===== config.mk =====
export PLATFORM = sky130hd
export DESIGN_NAME = circular_deque_with_search
export DESIGN_NICKNAME = d
export VERILOG_FILES = /design/src/rtl/core/cdq_pkg.sv /design/src/rtl/core/cdq_ram.sv /design/src/rtl/core/circular_deque_with_search.sv
export SDC_FILE = /design/constraint.sdc
export NUM_CORES = 1
export LEC_CHECK = 0
export BUFFER_PORTS_ARGS = -buffer_cell sky130_fd_sc_hd__buf_2
export CORE_MARGIN = 2
export CORE_UTILIZATION = 66
export CTS_CLUSTER_DIAMETER = 150
export DETAILED_ROUTE_END_ITERATION = 8
export HOLD_SLACK_MARGIN = 0.15
export PLACE_DENSITY = 0.82
export SLEW_MARGIN = 15
export SYNTH_ARGS = -nofsm -noshare
export SYNTH_HDL_FRONTEND = slang
export SYNTH_HIERARCHICAL = 1
export SYNTH_SLANG_ARGS = --single-unit

===== constraint.sdc =====
create_clock -name clk -period 7.88 [get_ports clk]
set_input_delay 0.788 -clock clk [delete_from_list [all_inputs] [get_ports clk]]
set_output_delay 0.788 -clock clk [all_outputs]
set_load 0.005 [all_outputs]

===== src/rtl/core/cdq_pkg.sv =====
package cdq_pkg;

	localparam int CDQ_DEPTH = 16;

	localparam logic [2:0] ACT_PUSH_FRONT = 3'd0;
	localparam logic [2:0] ACT_PUSH_BACK  = 3'd1;
	localparam logic [2:0] ACT_POP_FRONT  = 3'd2;
	localparam logic [2:0] ACT_POP_BACK   = 3'd3;
	localparam logic [2:0] ACT_SEARCH     = 3'd4;

	localparam logic [1:0] ST_DONE  = 2'd0;
	localparam logic [1:0] ST_FULL  = 2'd1;
	localparam logic [1:0] ST_EMPTY = 2'd2;

	typedef struct packed {
		logic [2:0]         action;
		logic signed [31:0] item_value;
	} cdq_req_t;

	typedef struct packed {
		logic [1:0]         status;
		logic signed [31:0] out_value;
		logic               found;
		logic [3:0]         position;
		logic [4:0]         element_count;
	} cdq_rsp_t;

endpackage


===== src/rtl/core/cdq_ram.sv =====
module cdq_ram #(
	parameter int WIDTH = 32,
	parameter int DEPTH = 16,
	localparam int AW = $clog2(DEPTH)
) (
	input  logic             clk,
	input  logic             wr_en,
	input  logic [AW-1:0]    wr_addr,
	input  logic [WIDTH-1:0] wr_data,
	input  logic [AW-1:0]    rd_addr,
	output logic [WIDTH-1:0] rd_data
);

	logic [WIDTH-1:0] mem_q [DEPTH];

	// Write port; registered read port.
	always_ff @(posedge clk) begin
		if (wr_en) begin
			mem_q[wr_addr] <= wr_data;
		end
		rd_data <= mem_q[rd_addr];
	end

endmodule


===== src/rtl/core/circular_deque_with_search.sv =====
// Channel | Direction | Handshake           | Beat payload
// req     | in        | req_valid/req_ready | cdq_req_t: action, item_value
// rsp     | out       | rsp_valid/rsp_ready | cdq_rsp_t: status, out_value, found,
//         |           |                     |   position, element_count
//
// Per item, accept to next accept: push, refused pop, empty search or no-op go to
// S_DONE; a pop passes S_READ for the registered read of the ring RAM; a search
// compares one entry per RAM read in S_SCAN (1..count entries). The output register
// loads when free or ready is high. Reset clears front index, count and control.
// Stalls: RAM contents stay undefined after reset; a waiting result does not block
// the next accept, and a finished item holds until the output register is free.
module circular_deque_with_search
	import cdq_pkg::*;
#(
	parameter int DEPTH = CDQ_DEPTH
) (
	input  logic     clk,
	input  logic     arst_n,
	input  logic     req_valid,
	output logic     req_ready,
	input  cdq_req_t req,
	output logic     rsp_valid,
	input  logic     rsp_ready,
	output cdq_rsp_t rsp
);

	localparam int IDX_W = $clog2(DEPTH);
	localparam int CNT_W = $clog2(DEPTH + 1);

	// One-hot sequencer: accept, read wait, scan, hand off result.
	typedef enum logic [3:0] {
		S_IDLE = 4'b0001,
		S_READ = 4'b0010,
		S_SCAN = 4'b0100,
		S_DONE = 4'b1000
	} state_t;

	state_t            state_q, state_n;
	logic [IDX_W-1:0]  front_q, front_n;
	logic [CNT_W-1:0]  count_q, count_n;
	logic [IDX_W-1:0]  rd_ptr_q, rd_ptr_n;
	logic [IDX_W-1:0]  scan_k_q, scan_k_n;
	logic [31:0]       val_q, val_n;
	cdq_rsp_t          res_q, res_n;
	logic              out_valid_q;
	cdq_rsp_t          out_q;
	logic              out_load;

	logic              wr_en;
	logic [IDX_W-1:0]  wr_addr;
	logic [31:0]       wr_data;
	logic [IDX_W-1:0]  rd_addr;
	logic [31:0]       rd_data;

	logic              full, empty, scan_last;
	logic [IDX_W-1:0]  front_dec, back_slot, last_slot;

	// Add an offset below DEPTH to a ring slot, wrapping once.
	function automatic logic [IDX_W-1:0] ring_add(input logic [IDX_W-1:0] base,
						       input logic [IDX_W-1:0] off);
		logic [IDX_W:0] sum;
		sum = {1'b0, base} + {1'b0, off};
		if (sum >= (IDX_W + 1)'(DEPTH)) begin
			sum = sum - (IDX_W + 1)'(DEPTH);
		end
		return sum[IDX_W-1:0];
	endfunction

	cdq_ram #(
		.WIDTH (32),
		.DEPTH (DEPTH)
	) u_ram (
		.clk     (clk),
		.wr_en   (wr_en),
		.wr_addr (wr_addr),
		.wr_data (wr_data),
		.rd_addr (rd_addr),
		.rd_data (rd_data)
	);

	assign full  = (count_q == CNT_W'(DEPTH));
	assign empty = (count_q == '0);

	// Slot ahead of the front, slot past the back, slot of the back element.
	assign front_dec = (front_q == '0) ? IDX_W'(DEPTH - 1) : front_q - IDX_W'(1);
	assign back_slot = ring_add(front_q, count_q[IDX_W-1:0]);
	assign last_slot = ring_add(front_q, IDX_W'(count_q - CNT_W'(1)));

	// The entry compared now is the last element held.
	assign scan_last = ((CNT_W'(scan_k_q) + CNT_W'(1)) == count_q);

	assign req_ready = (state_q == S_IDLE);
	assign rsp_valid = out_valid_q;
	assign rsp       = out_q;

	always_comb begin
		state_n  = state_q;
		front_n  = front_q;
		count_n  = count_q;
		rd_ptr_n = rd_ptr_q;
		scan_k_n = scan_k_q;
		val_n    = val_q;
		res_n    = res_q;
		wr_en    = 1'b0;
		wr_addr  = back_slot;
		wr_data  = req.item_value;
		rd_addr  = rd_ptr_q;
		out_load = 1'b0;

		case (state_q)
			S_IDLE: begin
				if (req_valid) begin
					// Start a fresh result; pointers and count move right here,
					// so the element count in the result is the one after this beat.
					res_n   = '0;
					val_n   = req.item_value;
					state_n = S_DONE;
					case (req.action)
						ACT_PUSH_FRONT: begin
							if (full) begin
								res_n.status = ST_FULL;
							end else begin
								wr_en   = 1'b1;
								wr_addr = front_dec;
								front_n = front_dec;
								count_n = count_q + CNT_W'(1);
							end
						end
						ACT_PUSH_BACK: begin
							if (full) begin
								res_n.status = ST_FULL;
							end else begin
								wr_en   = 1'b1;
								wr_addr = back_slot;
								count_n = count_q + CNT_W'(1);
							end
						end
						ACT_POP_FRONT: begin
							if (empty) begin
								res_n.status = ST_EMPTY;
							end else begin
								rd_addr = front_q;
								front_n = ring_add(front_q, IDX_W'(1));
								count_n = count_q - CNT_W'(1);
								state_n = S_READ;
							end
						end
						ACT_POP_BACK: begin
							if (empty) begin
								res_n.status = ST_EMPTY;
							end else begin
								rd_addr = last_slot;
								count_n = count_q - CNT_W'(1);
								state_n = S_READ;
							end
						end
						ACT_SEARCH: begin
							// Issue the read of the front entry; the scan compares
							// one entry per cycle while the next read is in flight.
							if (!empty) begin
								rd_addr  = front_q;
								rd_ptr_n = ring_add(front_q, IDX_W'(1));
								scan_k_n = '0;
								state_n  = S_SCAN;
							end
						end
						default: begin
						end
					endcase
					res_n.element_count = 5'(count_n);
				end
			end
			S_READ: begin
				// RAM data for the popped slot arrives now.
				res_n.out_value = rd_data;
				state_n         = S_DONE;
			end
			S_SCAN: begin
				// Compare the entry read last cycle, advance the read pointer.
				rd_addr  = rd_ptr_q;
				rd_ptr_n = ring_add(rd_ptr_q, IDX_W'(1));
				scan_k_n = scan_k_q + IDX_W'(1);
				if (rd_data == val_q) begin
					res_n.found    = 1'b1;
					res_n.position = 4'(scan_k_q);
					state_n        = S_DONE;
				end else if (scan_last) begin
					state_n = S_DONE;
				end
			end
			S_DONE: begin
				// Hold the result until the output register is free.
				if (!out_valid_q || rsp_ready) begin
					out_load = 1'b1;
					state_n  = S_IDLE;
				end
			end
			default: begin
				state_n = S_IDLE;
			end
		endcase
	end

	always_ff @(posedge clk or negedge arst_n) begin
		if (!arst_n) begin
			state_q     <= S_IDLE;
			front_q     <= '0;
			count_q     <= '0;
			out_valid_q <= 1'b0;
		end else begin
			state_q <= state_n;
			front_q <= front_n;
			count_q <= count_n;
			if (out_load) begin
				out_valid_q <= 1'b1;
			end else if (rsp_ready) begin
				out_valid_q <= 1'b0;
			end
		end
	end

	// Working registers and output payload carry no reset.
	always_ff @(posedge clk) begin
		rd_ptr_q <= rd_ptr_n;
		scan_k_q <= scan_k_n;
		val_q    <= val_n;
		res_q    <= res_n;
		if (out_load) begin
			out_q <= res_q;
		end
	end

endmodule


======== After elaboration in Yosys (flattened, before gate mapping) ========
Memories as Yosys holds them, arrays and structs flattened. A register that Yosys moved wholly into a read port is not among the register bits.
Cells that the tools add are included.
word-level totals
  output and inout bits ................... 46
  memories kept ........................... 1
  memory bits (writable) .................. 512
  input port bits ......................... 39
  flip-flop bits (word level) ............. 142
  word-level logic and storage cells ...... 124
memories
  name         words  bits a word  rd ports  clocked after Yosys merged registers in  write ports  line           text
  u_ram.mem_q  16     32           1         1                                        1            cdq_ram.sv:14  logic [WIDTH-1:0] mem_q [DEPTH];
operators by class
  muxes and demuxes ....................... 52
  add/subtract/negate cells ............... 13
  $lt $le $gt $ge ......................... 4
  reduce and logical (&&, ||, !) cells .... 18
  equality and inequality tests ........... 19
operators by type and width
  operator               number
  $mux W4                26
  $pmux W32 S2           1
  $mux W42               1
  $pmux W4 S2            5
  $eq A32 B32 Y1         1
  $ge A5 B5 Y1 const B   4
  $pmux W5 S2            2
  $sub A4 B1 Y4 const B  5
  $pmux W4 S4            1
  $add A4 B1 Y5 const B  3
  $mux W5                3
  $ne A2 B2 Y1 const B   6
  $mux W1                11
  $add A4 B4 Y5          2
  $reduce_bool A2 Y1     4
  $eq A3 B2 Y1 const B   2
  $reduce_and A3 Y1      2
  $reduce_or A2 Y1       3
  $add A5 B1 Y5 const B  1
  $eq A5 B5 Y1           1
  $eq A5 B5 Y1 const B   1
  $logic_not A5 Y1       1
  $reduce_and A5 Y1      1
  $sub A5 B1 Y5 const B  1
  17 further kinds       18

======== Depth between registers and ports, before layout ========
  word-level depth ........................ 8
  mapped depth ............................ 14
  depth with buffers taken out ............ 12

======== Hierarchy ========
Netlist, hierarchy kept.
modules (own cells, without submodules)
  module                      cells each  instances  area each (µm²)  sequential area each (µm²)
  cdq_ram                     838         1          19835.3          16015.4
  circular_deque_with_search  430         1          6238.5           4195.3

======== Least setup slack after synthesis ========
Ideal clock, no wire load.
  path type ............................... register -> register
  start point ............................. register count_q[0]
  end point ............................... memory u_ram.mem_q[0][0] (enable)
  period minus slack after synthesis ...... 5.176 ns
  buffers on the path ..................... 0
  path slack .............................. 2.704 ns
  arrival time ............................ 4.715 ns
  required time ........................... 7.419 ns
  library setup time ...................... 0.461 ns
  stages on the path, launching flop included .. 9
  cell sequence ........................... dfrtp_1 -> inv_1 -> ha_1 -> nor3b_2 -> a211o_1 -> nor3_2 -> mux2_2 -> or3b_2 -> nor3_1
between the ends
  longest elaborated chain between the ends .. 7
  elaborated cells between the ends (all ways) .. 15
  those cells by class .................... 2 x add/sub; 1 x order compare; 1 x eq/ne; 11 x mux
ends and longest elaborated chain
  element                                               line                                                                text
  from (decl)                                           circular_deque_with_search.sv:40                                    logic [CNT_W-1:0] count_q, count_n;
  from (signal assigned)                                circular_deque_with_search.sv:213                                   count_q <= count_n;
  $add A4 B4 Y5                                         circular_deque_with_search.sv:62                                    sum = {1'b0, base} + {1'b0, off};
  $sub A4 B1 Y4 / $ge A5 B5 Y1 (equally long branches)  circular_deque_with_search.sv:64, circular_deque_with_search.sv:63
  $mux W4                                               circular_deque_with_search.sv:63                                    if (sum >= (IDX_W + 1)'(DEPTH)) begin
  $mux W4                                               circular_deque_with_search.sv:120                                   if (full) begin
  $mux W4                                               --
  $mux W4                                               circular_deque_with_search.sv:112                                   if (req_valid) begin
  $mux W4 (*)                                           circular_deque_with_search.sv:110                                   case (state_q)
  named net wr_addr[3]                                  circular_deque_with_search.sv:50                                    logic [IDX_W-1:0] wr_addr;
  to (decl)                                             cdq_ram.sv:14
The timed path passes the listed nets; every way through them passes the cells marked *.

======== Worst setup path in the final report ========
  start point ............................. register count_q[1]
  end point ............................... memory u_ram.mem_q[11][3] (enable)
between the ends
  longest elaborated chain between the ends .. 7
  elaborated cells between the ends (all ways) .. 15
  those cells by class .................... 2 x add/sub; 1 x order compare; 1 x eq/ne; 11 x mux
ends and longest elaborated chain
  element               line
  $add A4 B4 Y5         circular_deque_with_search.sv:62
  $ge A5 B5 Y1          circular_deque_with_search.sv:63
  $mux W4               circular_deque_with_search.sv:63
  $mux W4               circular_deque_with_search.sv:120
  $mux W4               --
  $mux W4               circular_deque_with_search.sv:112
  $mux W4 (*)           circular_deque_with_search.sv:110
  named net wr_addr[0]  circular_deque_with_search.sv:50
Marks and branches as above.

==> out/results.ini <==
[floorplanning]
core-area_um2=38800
die_y_um=203
die-area_um2=41100
ios=85
start_util=0.672
die_w_um=203
fp-row-count=72

[clock_tree]
cts_sinks=686
cts_resized=0
clockRootBuffer=clkbuf_16
clock_latency_ns=0.59
cts_max_level=3
clk_path_buf_depth=3
cts_tree=built
cts_buffers=67
clkTransAtPathRegs_ns=0.06

[sta]
hold_viol_final=0
slew_violations=0
finalCritPeriodShare=0.614
worst_pin_slew_ns=1.20
relSlewSlack=0.196
fin_ws_ns=3.04
final.min_clock_period_ns=4.84
max_freq_mhz=207
setup_viol_count_final=0
fin_tns_setup_ns=0
skew_ns=0.0244
grt_setup_unrepaired=no

[worst_setup_path]
path_class=reg2reg
worstReg2RegStart=count_q[1]
startpoint_type=flop
cp-end-kind=flop
cp.arrival_ns=5.07
r2r_slack_ns=3.04
reg2regPathDepth=9
crit_fanout=17
critPathRequiredTime_ns=8.12
timing.rr.end=u_ram/mem_q[11][3]

[place]
hpwlAfterDp_um=30100
pre_cts_ws_ns=3.27
io_buffer_count=84
routabilityCongestion=0.815
place_area_um2=27200

[yosys]
netlist_instances=1268
syn-mean-instance-area_um2=20.6
synth_edf_count=640
syn_area_um2=26100
synth_commonest_cells=640 x edfxtp_1, 128 x mux4_2, 64 x a22oi_1
yosysWarnings=6
synth_ff_type=edfxtp_1
synth_seq_cells=686
syn_nets=1323
synthTopCellsByArea=edfxtp_1 74%, mux4_2 11%, dfxtp_1 2.5%
synth_cell_types=65
yosysTopAreaCellShare=0.737
synth_seq_area_share=0.775
yosysMostFrequentCell=edfxtp_1
yosys.area.top_type=edfxtp_1
synthArstFlopShare=0.0204

[pwr]
power.total_w=0.00933
power_leakage_nw=9.63
power.density_nw_per_um2=317
peakVddDrop_mv=0.222

[grt]
grt_first_pass_wirelength_um=86900
grt_max_degree=129
grt_pass1_vias=13600
grt_overflow=0
antenna_found_initial=1
grt_use_total=0.293

[outcome]
status=finished, final reports clean

[route]
wl_um=58600
via_count=13300
drt_iter0_drc=1583
via_per_inst=6.78
drc=0
ant_nets=0
first_pass_iters=5
wire_per_inst_um=29.9

[min_path]
holdPathStages=0
hp-class=reg2reg
min_to=rsp[27]
min_from=res_q[27]

[layout]
area_growth_pct=13.0
final_nets=1442
drive_above_1_share=0.257
final_area_um2=29500

[run]
max_cap_viol_count=0

-- logic make-up (layout without fill, tap and decap cells) --
logic type,after synthesis,in the layout,share of synthesized area
compound gates,122,122,0.0333
xor+xnor,56,56,0.0188
fa+ha+maj,16,16,0.00825
buf+inv,69,240,0.0124
flops,686,686,0.775
mux,137,137,0.114
other cells,0,1,0
simple gates,182,182,0.0379
-- worst max-delay path: stages (launching register included) --
cell     delay (ns)
dfrtp_1        0.53
inv_1          0.20
ha_1           0.27
nor3b_2        0.21
a211o_1        0.40
nor3_2         0.42
mux2i_1        0.75
nand2_1        0.47
nor2_4         0.78
buf_4          0.44
-- placed cells by master, fill, tap and decap left out, types with 13 or more instances in the layout --
| cell type | synthesis | final |
|---|---|---|
| mux4_2 | 128 | 128 |
| xor2_1 | 14 | 14 |
| a21oi_1 | 15 | 15 |
| and2_1 | 38 | 38 |
| nand2_1 | 49 | 49 |
| nor2_1 | 33 | 20 |
| nor2_4 | 0 | 13 |
| edfxtp_1 | 640 | 640 |
| a22oi_1 | 64 | 64 |
| clkbuf_16 | 0 | 69 |
| ha_1 | 14 | 14 |
| dfxtp_1 | 32 | 32 |
| clkbuf_1 | 25 | 24 |
| buf_2 | 11 | 84 |
| buf_4 | 10 | 16 |
| xnor2_1 | 42 | 42 |
| dfrtp_1 | 13 | 13 |
-- metal layers --
| layer | vias to the layer above | share of wire | track usage |
|---|---|---|---|
| met4 | 2 | 0.032 | 0.109 |
| met5 | - | 0.00022 | 0 |
| met2 | 872 | 0.51 | 0.490 |
| met1 | 6860 | 0.37 | 0.391 |
| li1 | 5401 | - | - |
| met3 | 136 | 0.093 | 0.0576 |
-- through the flow --
step                      std cells  hold slack (ns)   util
final                          1958            0.414  0.759
after global routing           1957            0.424  0.759
after CTS                      1954            0.418  0.757
after detailed placement       1832            0.405  0.702
after global placement         1829            0.401  0.700
after floorplan                1268            0.400      -
-- area by class of cell --
| class | count | area [µm²] |
|---|---|---|
| diodes | 1 | 2.50 |
| well taps | 518 | 648 |
| inverters | 10 | 38.8 |
| multi-input cells | 513 | 5710 |
| clock buffers | 102 | 1940 |
| flip-flops and latches | 686 | 20200 |
| fillers | 1958 | 9370 |
| repair buffers | 109 | 733 |
| clock inverters | 19 | 176 |
-- report_power, final --
| part | switching, W | internal, W |
|---|---|---|
| Clock | 0.00130 | 0.00180 |
| Sequential | 0.000243 | 0.00437 |
| Combinational | 0.000994 | 0.000616 |
| Total | 0.00254 | 0.00679 |
-- how the worst max path moves through the flow --
stage / slack, ns / depth (start not counted) / startpoint / to
after floorplan: 2.70 / 8 / count_q[0] / u_ram/mem_q[0][0]
after global placement: 3.29 / 8 / req[34] / u_ram/rd_data[31]
after detailed placement: 3.27 / 9 / count_q[1] / u_ram/mem_q[11][2]
after CTS: 3.21 / 9 / count_q[1] / u_ram/mem_q[11][3]
after global routing: 2.82 / 9 / count_q[1] / u_ram/mem_q[11][3]
final: 3.04 / 9 / count_q[1] / u_ram/mem_q[11][3]
-- flip-flops by register name, indices dropped and copies added, names as in the netlist --
signal and cells:
val_q 32, rsp_valid 1, count_q 5, res_q 44, u_ram/mem_q 512, rsp 44
scan_k_q 4, front_q 4, u_ram/rd_data 32, rd_ptr_q 4, state_q 4
-- repair_timing --
| item | CTS | global route |
|---|---|---|
| setup buffers | 0 | 0 |
| endpoints found under the hold margin | 13 | 0 |
| hold buffers | 1 | 0 |
(Power assumes the default switching activity.)
